==> src/bls_pkg.sv <==
// ---------------------------------------------------------------------------
// bls_pkg
// shared types and constants of the line stepper
// ---------------------------------------------------------------------------
`default_nettype none

package bls_pkg;

    localparam int DIM_BITS    = 13;
    localparam int STRIDE_BITS = 14;
    localparam int ADDR_BITS   = 25;
    localparam int COLOR_BITS  = 24;
    localparam int PROD_BITS   = DIM_BITS + STRIDE_BITS;
    localparam int CFG_IDX_BITS  = 2;
    localparam int CFG_DATA_BITS = STRIDE_BITS;

    localparam logic [CFG_IDX_BITS-1:0] CFG_FB_WIDTH   = 2'd0;
    localparam logic [CFG_IDX_BITS-1:0] CFG_FB_HEIGHT  = 2'd1;
    localparam logic [CFG_IDX_BITS-1:0] CFG_ROW_STRIDE = 2'd2;

    localparam logic REQ_START = 1'b0;
    localparam logic REQ_STEP  = 1'b1;

    localparam logic [DIM_BITS-1:0]    RST_FB_WIDTH   = 13'd1024;
    localparam logic [DIM_BITS-1:0]    RST_FB_HEIGHT  = 13'd768;
    localparam logic [STRIDE_BITS-1:0] RST_ROW_STRIDE = 14'd1024;

    typedef struct packed {
        logic [DIM_BITS-1:0]    fb_width;
        logic [DIM_BITS-1:0]    fb_height;
        logic [STRIDE_BITS-1:0] row_stride;
    } cfg_t;

endpackage

`default_nettype wire

==> src/bresenham_line_stepper.sv <==
// ---------------------------------------------------------------------------
// bresenham_line_stepper
// line rasterizer, one point out for each start or step request
// ---------------------------------------------------------------------------
//  channel   handshake              payload
//  request   req_valid/req_ready    req_type, start_x/y, stop_x/y, line_color
//  result    res_valid/res_ready    point_x/y, visible, pixel_addr,
//                                   pixel_color, done_res
//  config    cfg_wr_en              cfg_addr, cfg_wdata
//
//  one request per cycle while no stalled result holds back the line state;
//  each result passes through the line state register and the result register
//  the pixel address multiplier sits between those two registers
//  reset clears the line state to a finished line at (0,0), color 0
//  a stalled result holds while one more request is taken into the line state
// ---------------------------------------------------------------------------
`default_nettype none

module bresenham_line_stepper #(
    parameter int COORD_BITS = 16
) (
    input  wire                                     clk,
    input  wire                                     rst_n,
    input  wire                                     cfg_wr_en,
    input  wire [bls_pkg::CFG_IDX_BITS-1:0]         cfg_addr,
    input  wire [bls_pkg::CFG_DATA_BITS-1:0]        cfg_wdata,
    input  wire                                     req_valid,
    output logic                                    req_ready,
    input  wire                                     req_type,
    input  wire signed [COORD_BITS-1:0]             start_x,
    input  wire signed [COORD_BITS-1:0]             start_y,
    input  wire signed [COORD_BITS-1:0]             stop_x,
    input  wire signed [COORD_BITS-1:0]             stop_y,
    input  wire [bls_pkg::COLOR_BITS-1:0]           line_color,
    output logic                                    res_valid,
    input  wire                                     res_ready,
    output logic signed [COORD_BITS-1:0]            point_x,
    output logic signed [COORD_BITS-1:0]            point_y,
    output logic                                    visible,
    output logic [bls_pkg::ADDR_BITS-1:0]           pixel_addr,
    output logic [bls_pkg::COLOR_BITS-1:0]          pixel_color,
    output logic                                    done_res
);

    bls_pkg::cfg_t                  cfg_reg, cfg_next;

    logic                           pt_valid;
    logic                           pt_take;
    logic signed [COORD_BITS-1:0]   pt_x;
    logic signed [COORD_BITS-1:0]   pt_y;
    logic [bls_pkg::COLOR_BITS-1:0] pt_color;
    logic                           pt_done;

    always_comb
    begin
        cfg_next = cfg_reg;
        if (cfg_wr_en)
        begin
            case (cfg_addr)
                bls_pkg::CFG_FB_WIDTH:   cfg_next.fb_width   = cfg_wdata[bls_pkg::DIM_BITS-1:0];
                bls_pkg::CFG_FB_HEIGHT:  cfg_next.fb_height  = cfg_wdata[bls_pkg::DIM_BITS-1:0];
                bls_pkg::CFG_ROW_STRIDE: cfg_next.row_stride = cfg_wdata;
                default:                 cfg_next = cfg_reg;
            endcase
        end
    end

    always_ff @(posedge clk or negedge rst_n)
    begin
        if (!rst_n)
        begin
            cfg_reg.fb_width   <= bls_pkg::RST_FB_WIDTH;
            cfg_reg.fb_height  <= bls_pkg::RST_FB_HEIGHT;
            cfg_reg.row_stride <= bls_pkg::RST_ROW_STRIDE;
        end
        else
        begin
            cfg_reg <= cfg_next;
        end
    end

    bls_stepper #(
        .COORD_BITS (COORD_BITS)
    ) u_stepper (
        .clk        (clk),
        .rst_n      (rst_n),
        .req_valid  (req_valid),
        .req_ready  (req_ready),
        .req_type   (req_type),
        .start_x    (start_x),
        .start_y    (start_y),
        .stop_x     (stop_x),
        .stop_y     (stop_y),
        .line_color (line_color),
        .pt_valid   (pt_valid),
        .pt_take    (pt_take),
        .pt_x       (pt_x),
        .pt_y       (pt_y),
        .pt_color   (pt_color),
        .pt_done    (pt_done)
    );

    bls_pixel_out #(
        .COORD_BITS (COORD_BITS)
    ) u_pixel_out (
        .clk         (clk),
        .rst_n       (rst_n),
        .cfg         (cfg_reg),
        .pt_valid    (pt_valid),
        .pt_take     (pt_take),
        .pt_x        (pt_x),
        .pt_y        (pt_y),
        .pt_color    (pt_color),
        .pt_done     (pt_done),
        .res_valid   (res_valid),
        .res_ready   (res_ready),
        .point_x     (point_x),
        .point_y     (point_y),
        .visible     (visible),
        .pixel_addr  (pixel_addr),
        .pixel_color (pixel_color),
        .done_res    (done_res)
    );

endmodule

`default_nettype wire

==> src/bls_stepper.sv <==
// ---------------------------------------------------------------------------
// bls_stepper
// line state and one error-rule step per accepted step request until the line is done
// ---------------------------------------------------------------------------
`default_nettype none

module bls_stepper #(
    parameter int COORD_BITS = 16
) (
    input  wire                                 clk,
    input  wire                                 rst_n,
    input  wire                                 req_valid,
    output logic                                req_ready,
    input  wire                                 req_type,
    input  wire signed [COORD_BITS-1:0]         start_x,
    input  wire signed [COORD_BITS-1:0]         start_y,
    input  wire signed [COORD_BITS-1:0]         stop_x,
    input  wire signed [COORD_BITS-1:0]         stop_y,
    input  wire [bls_pkg::COLOR_BITS-1:0]       line_color,
    output logic                                pt_valid,
    input  wire                                 pt_take,
    output logic signed [COORD_BITS-1:0]        pt_x,
    output logic signed [COORD_BITS-1:0]        pt_y,
    output logic [bls_pkg::COLOR_BITS-1:0]      pt_color,
    output logic                                pt_done
);

    localparam int SX_W  = COORD_BITS + 1;
    localparam int SY_W  = COORD_BITS + 2;
    localparam int ERR_W = COORD_BITS + 3;
    localparam int E2_W  = COORD_BITS + 4;
    localparam logic signed [COORD_BITS-1:0] ONE = COORD_BITS'(1);

    logic signed [COORD_BITS-1:0]   cur_x_reg, cur_x_next;
    logic signed [COORD_BITS-1:0]   cur_y_reg, cur_y_next;
    logic signed [COORD_BITS-1:0]   end_x_reg, end_x_next;
    logic signed [COORD_BITS-1:0]   end_y_reg, end_y_next;
    logic signed [SX_W-1:0]         span_x_reg, span_x_next;
    logic signed [SY_W-1:0]         neg_span_y_reg, neg_span_y_next;
    logic                           dir_x_neg_reg, dir_x_neg_next;
    logic                           dir_y_neg_reg, dir_y_neg_next;
    logic signed [ERR_W-1:0]        error_term_reg, error_term_next;
    logic [bls_pkg::COLOR_BITS-1:0] held_color_reg, held_color_next;
    logic                           line_done_reg, line_done_next;
    logic                           pt_valid_reg, pt_valid_next;

    logic                           accept;
    logic signed [SX_W-1:0]         dx;
    logic signed [SX_W-1:0]         dy;
    logic signed [SX_W-1:0]         abs_dx;
    logic signed [SX_W-1:0]         abs_dy;
    logic signed [E2_W-1:0]         e2;
    logic                           step_x;
    logic                           step_y;

    assign req_ready = !pt_valid_reg || pt_take;
    assign accept    = req_valid && req_ready;

    assign dx     = SX_W'(stop_x) - SX_W'(start_x);
    assign dy     = SX_W'(stop_y) - SX_W'(start_y);
    assign abs_dx = dx[SX_W-1] ? -dx : dx;
    assign abs_dy = dy[SX_W-1] ? -dy : dy;

    assign e2     = {error_term_reg, 1'b0};
    assign step_x = e2 >= E2_W'(neg_span_y_reg);
    assign step_y = e2 <= E2_W'(span_x_reg);

    always_comb
    begin
        cur_x_next      = cur_x_reg;
        cur_y_next      = cur_y_reg;
        end_x_next      = end_x_reg;
        end_y_next      = end_y_reg;
        span_x_next     = span_x_reg;
        neg_span_y_next = neg_span_y_reg;
        dir_x_neg_next  = dir_x_neg_reg;
        dir_y_neg_next  = dir_y_neg_reg;
        error_term_next = error_term_reg;
        held_color_next = held_color_reg;
        line_done_next  = line_done_reg;
        if (accept)
        begin
            if (req_type == bls_pkg::REQ_START)
            begin
                cur_x_next      = start_x;
                cur_y_next      = start_y;
                end_x_next      = stop_x;
                end_y_next      = stop_y;
                span_x_next     = abs_dx;
                neg_span_y_next = -SY_W'(abs_dy);
                dir_x_neg_next  = !(start_x < stop_x);
                dir_y_neg_next  = !(start_y < stop_y);
                error_term_next = ERR_W'(abs_dx) - ERR_W'(abs_dy);
                held_color_next = line_color;
                line_done_next  = (start_x == stop_x) && (start_y == stop_y);
            end
            else if (!line_done_reg)
            begin
                if (step_x)
                begin
                    cur_x_next = dir_x_neg_reg ? cur_x_reg - ONE : cur_x_reg + ONE;
                end
                if (step_y)
                begin
                    cur_y_next = dir_y_neg_reg ? cur_y_reg - ONE : cur_y_reg + ONE;
                end
                error_term_next = error_term_reg
                    + (step_x ? ERR_W'(neg_span_y_reg) : ERR_W'(0))
                    + (step_y ? ERR_W'(span_x_reg) : ERR_W'(0));
                line_done_next = (cur_x_next == end_x_reg) && (cur_y_next == end_y_reg);
            end
        end
    end

    always_comb
    begin
        if (accept)
        begin
            pt_valid_next = 1'b1;
        end
        else if (pt_take)
        begin
            pt_valid_next = 1'b0;
        end
        else
        begin
            pt_valid_next = pt_valid_reg;
        end
    end

    always_ff @(posedge clk or negedge rst_n)
    begin
        if (!rst_n)
        begin
            cur_x_reg      <= '0;
            cur_y_reg      <= '0;
            end_x_reg      <= '0;
            end_y_reg      <= '0;
            span_x_reg     <= '0;
            neg_span_y_reg <= '0;
            dir_x_neg_reg  <= 1'b0;
            dir_y_neg_reg  <= 1'b0;
            error_term_reg <= '0;
            held_color_reg <= '0;
            line_done_reg  <= 1'b1;
            pt_valid_reg   <= 1'b0;
        end
        else
        begin
            cur_x_reg      <= cur_x_next;
            cur_y_reg      <= cur_y_next;
            end_x_reg      <= end_x_next;
            end_y_reg      <= end_y_next;
            span_x_reg     <= span_x_next;
            neg_span_y_reg <= neg_span_y_next;
            dir_x_neg_reg  <= dir_x_neg_next;
            dir_y_neg_reg  <= dir_y_neg_next;
            error_term_reg <= error_term_next;
            held_color_reg <= held_color_next;
            line_done_reg  <= line_done_next;
            pt_valid_reg   <= pt_valid_next;
        end
    end

    assign pt_valid = pt_valid_reg;
    assign pt_x     = cur_x_reg;
    assign pt_y     = cur_y_reg;
    assign pt_color = held_color_reg;
    assign pt_done  = line_done_reg;

endmodule

`default_nettype wire

==> src/bls_pixel_out.sv <==
// ---------------------------------------------------------------------------
// bls_pixel_out
// visibility test, pixel address and the result register
// ---------------------------------------------------------------------------
`default_nettype none

module bls_pixel_out #(
    parameter int COORD_BITS = 16
) (
    input  wire                                 clk,
    input  wire                                 rst_n,
    input  wire bls_pkg::cfg_t                  cfg,
    input  wire                                 pt_valid,
    output logic                                pt_take,
    input  wire signed [COORD_BITS-1:0]         pt_x,
    input  wire signed [COORD_BITS-1:0]         pt_y,
    input  wire [bls_pkg::COLOR_BITS-1:0]       pt_color,
    input  wire                                 pt_done,
    output logic                                res_valid,
    input  wire                                 res_ready,
    output logic signed [COORD_BITS-1:0]        point_x,
    output logic signed [COORD_BITS-1:0]        point_y,
    output logic                                visible,
    output logic [bls_pkg::ADDR_BITS-1:0]       pixel_addr,
    output logic [bls_pkg::COLOR_BITS-1:0]      pixel_color,
    output logic                                done_res
);

    localparam int CW = (COORD_BITS > bls_pkg::STRIDE_BITS) ? COORD_BITS : bls_pkg::STRIDE_BITS;
    localparam int DB = bls_pkg::DIM_BITS;
    localparam int PB = bls_pkg::PROD_BITS;

    logic [CW-1:0]                  x_w;
    logic [CW-1:0]                  y_w;
    logic                           vis;
    logic [PB-1:0]                  row_base;
    logic [PB-1:0]                  lin_addr;

    logic                           res_valid_reg, res_valid_next;
    logic signed [COORD_BITS-1:0]   point_x_reg;
    logic signed [COORD_BITS-1:0]   point_y_reg;
    logic                           visible_reg;
    logic [bls_pkg::ADDR_BITS-1:0]  pixel_addr_reg;
    logic [bls_pkg::COLOR_BITS-1:0] pixel_color_reg;
    logic                           done_res_reg;

    assign pt_take = pt_valid && (!res_valid_reg || res_ready);

    assign x_w = CW'($unsigned(pt_x));
    assign y_w = CW'($unsigned(pt_y));
    assign vis = !pt_x[COORD_BITS-1] && !pt_y[COORD_BITS-1]
                 && (x_w < CW'(cfg.fb_width)) && (y_w < CW'(cfg.fb_height));

    // visible coordinates always fit the framebuffer dimension width
    assign row_base = PB'(y_w[DB-1:0]) * PB'(cfg.row_stride);
    assign lin_addr = row_base + PB'(x_w[DB-1:0]);

    always_comb
    begin
        if (pt_take)
        begin
            res_valid_next = 1'b1;
        end
        else if (res_ready)
        begin
            res_valid_next = 1'b0;
        end
        else
        begin
            res_valid_next = res_valid_reg;
        end
    end

    always_ff @(posedge clk or negedge rst_n)
    begin
        if (!rst_n)
        begin
            res_valid_reg <= 1'b0;
        end
        else
        begin
            res_valid_reg <= res_valid_next;
        end
    end

    always_ff @(posedge clk)
    begin
        if (pt_take)
        begin
            point_x_reg     <= pt_x;
            point_y_reg     <= pt_y;
            visible_reg     <= vis;
            pixel_addr_reg  <= vis ? lin_addr[bls_pkg::ADDR_BITS-1:0] : '0;
            pixel_color_reg <= pt_color;
            done_res_reg    <= pt_done;
        end
    end

    assign res_valid   = res_valid_reg;
    assign point_x     = point_x_reg;
    assign point_y     = point_y_reg;
    assign visible     = visible_reg;
    assign pixel_addr  = pixel_addr_reg;
    assign pixel_color = pixel_color_reg;
    assign done_res    = done_res_reg;

endmodule

`default_nettype wire

==> config.mk <==
export PLATFORM = sky130hd
export DESIGN_NAME = bresenham_line_stepper
export DESIGN_NICKNAME = d
export VERILOG_FILES = /design/src/bls_pkg.sv /design/src/bresenham_line_stepper.sv /design/src/bls_stepper.sv /design/src/bls_pixel_out.sv
export SDC_FILE = /design/constraint.sdc
export NUM_CORES = 1
export LEC_CHECK = 0
export ABC_AREA = 1
export BUFFER_PORTS_ARGS = -buffer_cell sky130_fd_sc_hd__buf_2
export CAP_MARGIN = 20
export CORE_ASPECT_RATIO = 0.5
export CORE_MARGIN = 5
export CORE_UTILIZATION = 68
export DETAILED_ROUTE_END_ITERATION = 8
export PLACE_DENSITY = 0.89
export SYNTH_ARGS = -nofsm -noshare
export SYNTH_HDL_FRONTEND = slang
export SYNTH_HIERARCHICAL = 1
export SYNTH_SLANG_ARGS = --single-unit
==> constraint.sdc <==
create_clock -name clk -period 17.6 [get_ports clk]
set_input_delay 1.76 -clock clk [delete_from_list [all_inputs] [get_ports clk]]
set_output_delay 1.76 -clock clk [all_outputs]
set_load 0.005 [all_outputs]
==> impl_metrics.sql <==
INSERT INTO impl_metrics (metric_group, metric, value, unit) VALUES
('die', 'die-area', '43400', 'sq um'),
('logic_synthesis', 'ys_async_sr_fraction', '0.693', ''),
('cells_and_area', 'largest_register_ffs', '40', ''),
('run_status', 'run_status', 'finished clean', ''),
('cells_and_area', 'final_cell_mix', 'nand2_1 (1,098), inv_1 (643), ha_1 (242)', ''),
('cells_and_area', 'fillCellCount', '2940', ''),
('place', 'routabilityCongestion', '0.973', ''),
('clock_tree', 'clock_network_latency_to_the_later_pin_of_the_worst_skew_pair', '570', 'ps'),
('logic_synthesis', 'netlist-cell-type-count', '59', ''),
('place', 'dpl.hpwl', '58900', 'um'),
('worst_setup_path', 'crit_required', '18050', 'ps'),
('sta', 'period_minus_slack', '6530', 'ps'),
('global_routing', 'pin_count_of_the_biggest_net_entering_global_routing', '126', ''),
('routing', 'drcViolationCount', '0', ''),
('cells_and_area', 'final_layout_size_suffix_gt1_frac', '0.105', ''),
('die', 'rows', '51', ''),
('logic_synthesis', 'synth_top_flop_cell', 'dfrtp_1', ''),
('logic_synthesis', 'synth_enable_flop_cells', '83', ''),
('clock_tree', 'post_cts_resized', '0', ''),
('die', 'die_w', '290', 'um'),
('clock_tree', 'cts.reportedPaths.clkPinSlew', '70', 'ps'),
('cells_and_area', 'mostFrequentLayoutCell', 'nand2_1', ''),
('worst_setup_path', 'worstPathArrival', '6990', 'ps'),
('sta', 'worstMarginPinSlew', '1090', 'ps'),
('logic_synthesis', 'post_synth_xor_area_fraction', '0.0319', ''),
('logic_synthesis', 'post_synth_and_or_nand_nor_area_fraction', '0.260', ''),
('global_routing', 'grt.total_usage', '0.354', ''),
('clock_tree', 'cts-buffers-inserted', '26', ''),
('routing', 'detailedRoute.firstIterationViolations', '2466', ''),
('clock_tree', 'cts_max_path_buffers', '3', ''),
('sta', 'slew_headroom', '0.276', ''),
('worst_setup_path', 'timing.reg2reg.setup_slack', '11070', 'ps'),
('logic_synthesis', 'synth-seq-area-share', '0.270', ''),
('worst_hold_path', 'worstHoldPathType', 'reg -> reg', ''),
('cells_and_area', 'total_nets_final', '4258', ''),
('clock_tree', 'hold_buffers', '0', ''),
('clock_tree', 'cts.htree.levels', '1', ''),
('routing', 'drtAntennaViolNets', '0', ''),
('flow_run', 'cap_viol_max_count', '0', ''),
('logic_synthesis', 'syn-cell-area', '26600', 'sq um'),
('sta', 'setup_violations', '0', ''),
('die', 'design.portCount', '195', ''),
('logic_synthesis', 'synth.top_cells.by_area', 'dfrtp_1 (17%), nand2_1 (16%), fa_1 (12%)', ''),
('logic_synthesis', 'synth_largest_type_area_fraction', '0.171', ''),
('logic_synthesis', 'synth.area.mux_share', '0.000377', ''),
('clock_tree', 'clock_tree_from_tritoncts', 'yes', ''),
('routing', 'route.vias.total', '24734', ''),
('global_routing', 'grt_pass1_vias', '24466', ''),
('sta', 'rsz_0062_raised_after_global_routing', 'false', ''),
('logic_synthesis', 'synth_top_family_by_area', 'simple AND/OR/NAND/NOR gates', ''),
('worst_setup_path', 'cp_startpoint_kind', 'flip-flop', ''),
('logic_synthesis', 'number_of_warning_messages_in_the_yosys_log', '6', ''),
('logic_synthesis', 'synthesized_netlist_cell_count', '3597', ''),
('global_routing', 'grt_antenna_before_repair', '6', ''),
('place', 'numPortBuffers', '194', ''),
('sta', 'clock-skew-final', '11.3', 'ps'),
('global_routing', 'grt_first_pass_wirelength', '122000', 'um'),
('die', 'floorplan.initialDensity', '0.686', ''),
('cells_and_area', 'syn2layout_area_growth', '8.75', '%'),
('die', 'height_of_the_chip', '150', 'um'),
('sta', 'final_count_of_pins_violating_max_slew', '0', ''),
('clock_tree', 'clock-root-buffer', 'clkbuf_16', ''),
('logic_synthesis', 'postSynthAreaPerCell', '7.38', 'sq um'),
('logic_synthesis', 'synth_nets', '4113', ''),
('worst_setup_path', 'critical_path_class', 'reg -> reg', ''),
('sta', 'finalCritPeriodShare', '0.371', ''),
('logic_synthesis', 'post_synth_fa_ha_maj_area_fraction', '0.238', ''),
('logic_synthesis', 'synth_compound_gate_area_share', '0.0864', ''),
('logic_synthesis', 'synth.ff_latch_count', '270', ''),
('sta', 'fin_tns_setup', '0', 'ps'),
('sta', 'timing_hold_violations_final', '0', '');
worst paths after layout:
| kind | from | to | cells past startpoint |
|---|---|---|---|
| worst max-delay path | u_stepper/error_term_reg[18]$_DFFE_PN0P_ | u_stepper/error_term_reg[15]$_DFFE_PN0P_ | 27 |
| worst max register to register | u_stepper/error_term_reg[18]$_DFFE_PN0P_ | u_stepper/error_term_reg[15]$_DFFE_PN0P_ | 27 |
| max in group asynchronous | rst_n | cfg_reg[11]$_DFFE_PN0P_ | 3 |
| min in group asynchronous | rst_n | u_stepper/neg_span_y_reg[12]$_DFFE_PN0P_ | 1 |
| worst min register to register | u_stepper/pt_color[10]$_DFFE_PN0P_ | u_pixel_out/pixel_color[10]$_DFFE_PP_ | 0 |
| worst min-delay path | u_stepper/pt_color[10]$_DFFE_PN0P_ | u_pixel_out/pixel_color[10]$_DFFE_PP_ | 0 |
cell families (layout without fill, tap and decap cells):
logic type	Yosys count	after routing
and+or+nand+nor	1628	1628
AOI/OAI and AO/OA	423	423
muxes	1	1
other	0	6
DFF	270	270
adders and majority gates	406	406
xor gates and xnor gates	93	93
buffers and inverters	776	941
layer usage:
layer  GRT usage  share of wire
met3      0.0586          0.091
met1       0.448           0.38
met4       0.196          0.064
met5           0              0
met2       0.586           0.46
per-stage QoR:
step | instances | hold slack [ps] | setup slack [ps] | utilization | instance area [sq um]
after floorplan | 3597 | 425 | 9640 | - | 26600
after global placement | 4243 | 427 | 10960 | 0.721 | 27900
after detailed placement | 4243 | 429 | 10830 | 0.721 | 27900
after CTS | 4291 | 443 | 11330 | 0.745 | 28800
after global routing | 4298 | 451 | 10660 | 0.746 | 28900
final | 4298 | 444 | 11070 | 0.746 | 28900
critical path, cell delays in order (launching register included):
cell and delay [ps]:
dfrtp_1 440, ha_1 390, nand2_1 100, nor2_1 150, nand2_1 150, nor2_1 280, nand4_1 720, nand2_1 900
nand2_1 160, fa_1 400, inv_1 70, ha_1 320, fa_1 270, a21oi_1 70, o21ai_0 270, a31oi_1 210
o21ai_0 470, inv_1 70, o21ai_0 270, nand2_1 90, nand2_1 100, nand3_1 70, nand2_1 80, a21oi_1 60
o21ai_0 110, nand2_1 70, nand2_1 50, nand2_1 60
cells in the mapped netlist (4+ instances only):
master	number
a21boi_0	7
a21o_1	5
a21oi_1	156
a31oi_1	6
buf_1	5
buf_2	14
buf_4	5
buf_6	9
clkbuf_1	65
dfrtp_1	182
dfstp_2	5
edfxtp_1	83
fa_1	164
ha_1	242
inv_1	643
inv_2	32
nand2_1	1098
nand2_2	25
nand2_4	4
nand3_1	170
nand3_2	10
nand3b_1	12
nand4_1	55
nor2_1	172
nor2_2	28
nor2_4	5
nor3_1	24
nor3_2	4
o211ai_1	5
o21a_1	9
o21ai_0	184
o21ai_1	10
o21bai_1	12
o22ai_1	13
o31ai_1	4
or2_2	9
xnor2_1	31
xor2_1	59
final cells by class:
class                   count  area, sq um  share of cell area
inverters                 678         2540              0.0881
diodes                      6         15.0            0.000520
clock buffers              37          774              0.0268
well taps                 530          663              0.0230
clock inverters            11          156             0.00541
repair buffers            215         1160              0.0401
flip-flops and latches    270         7180               0.248
multi-input cells        2551        16400               0.568
Power is left out: the tool's default activity adds up to more than one toggle a clock period on the data nets, which glitch-free logic cannot reach.
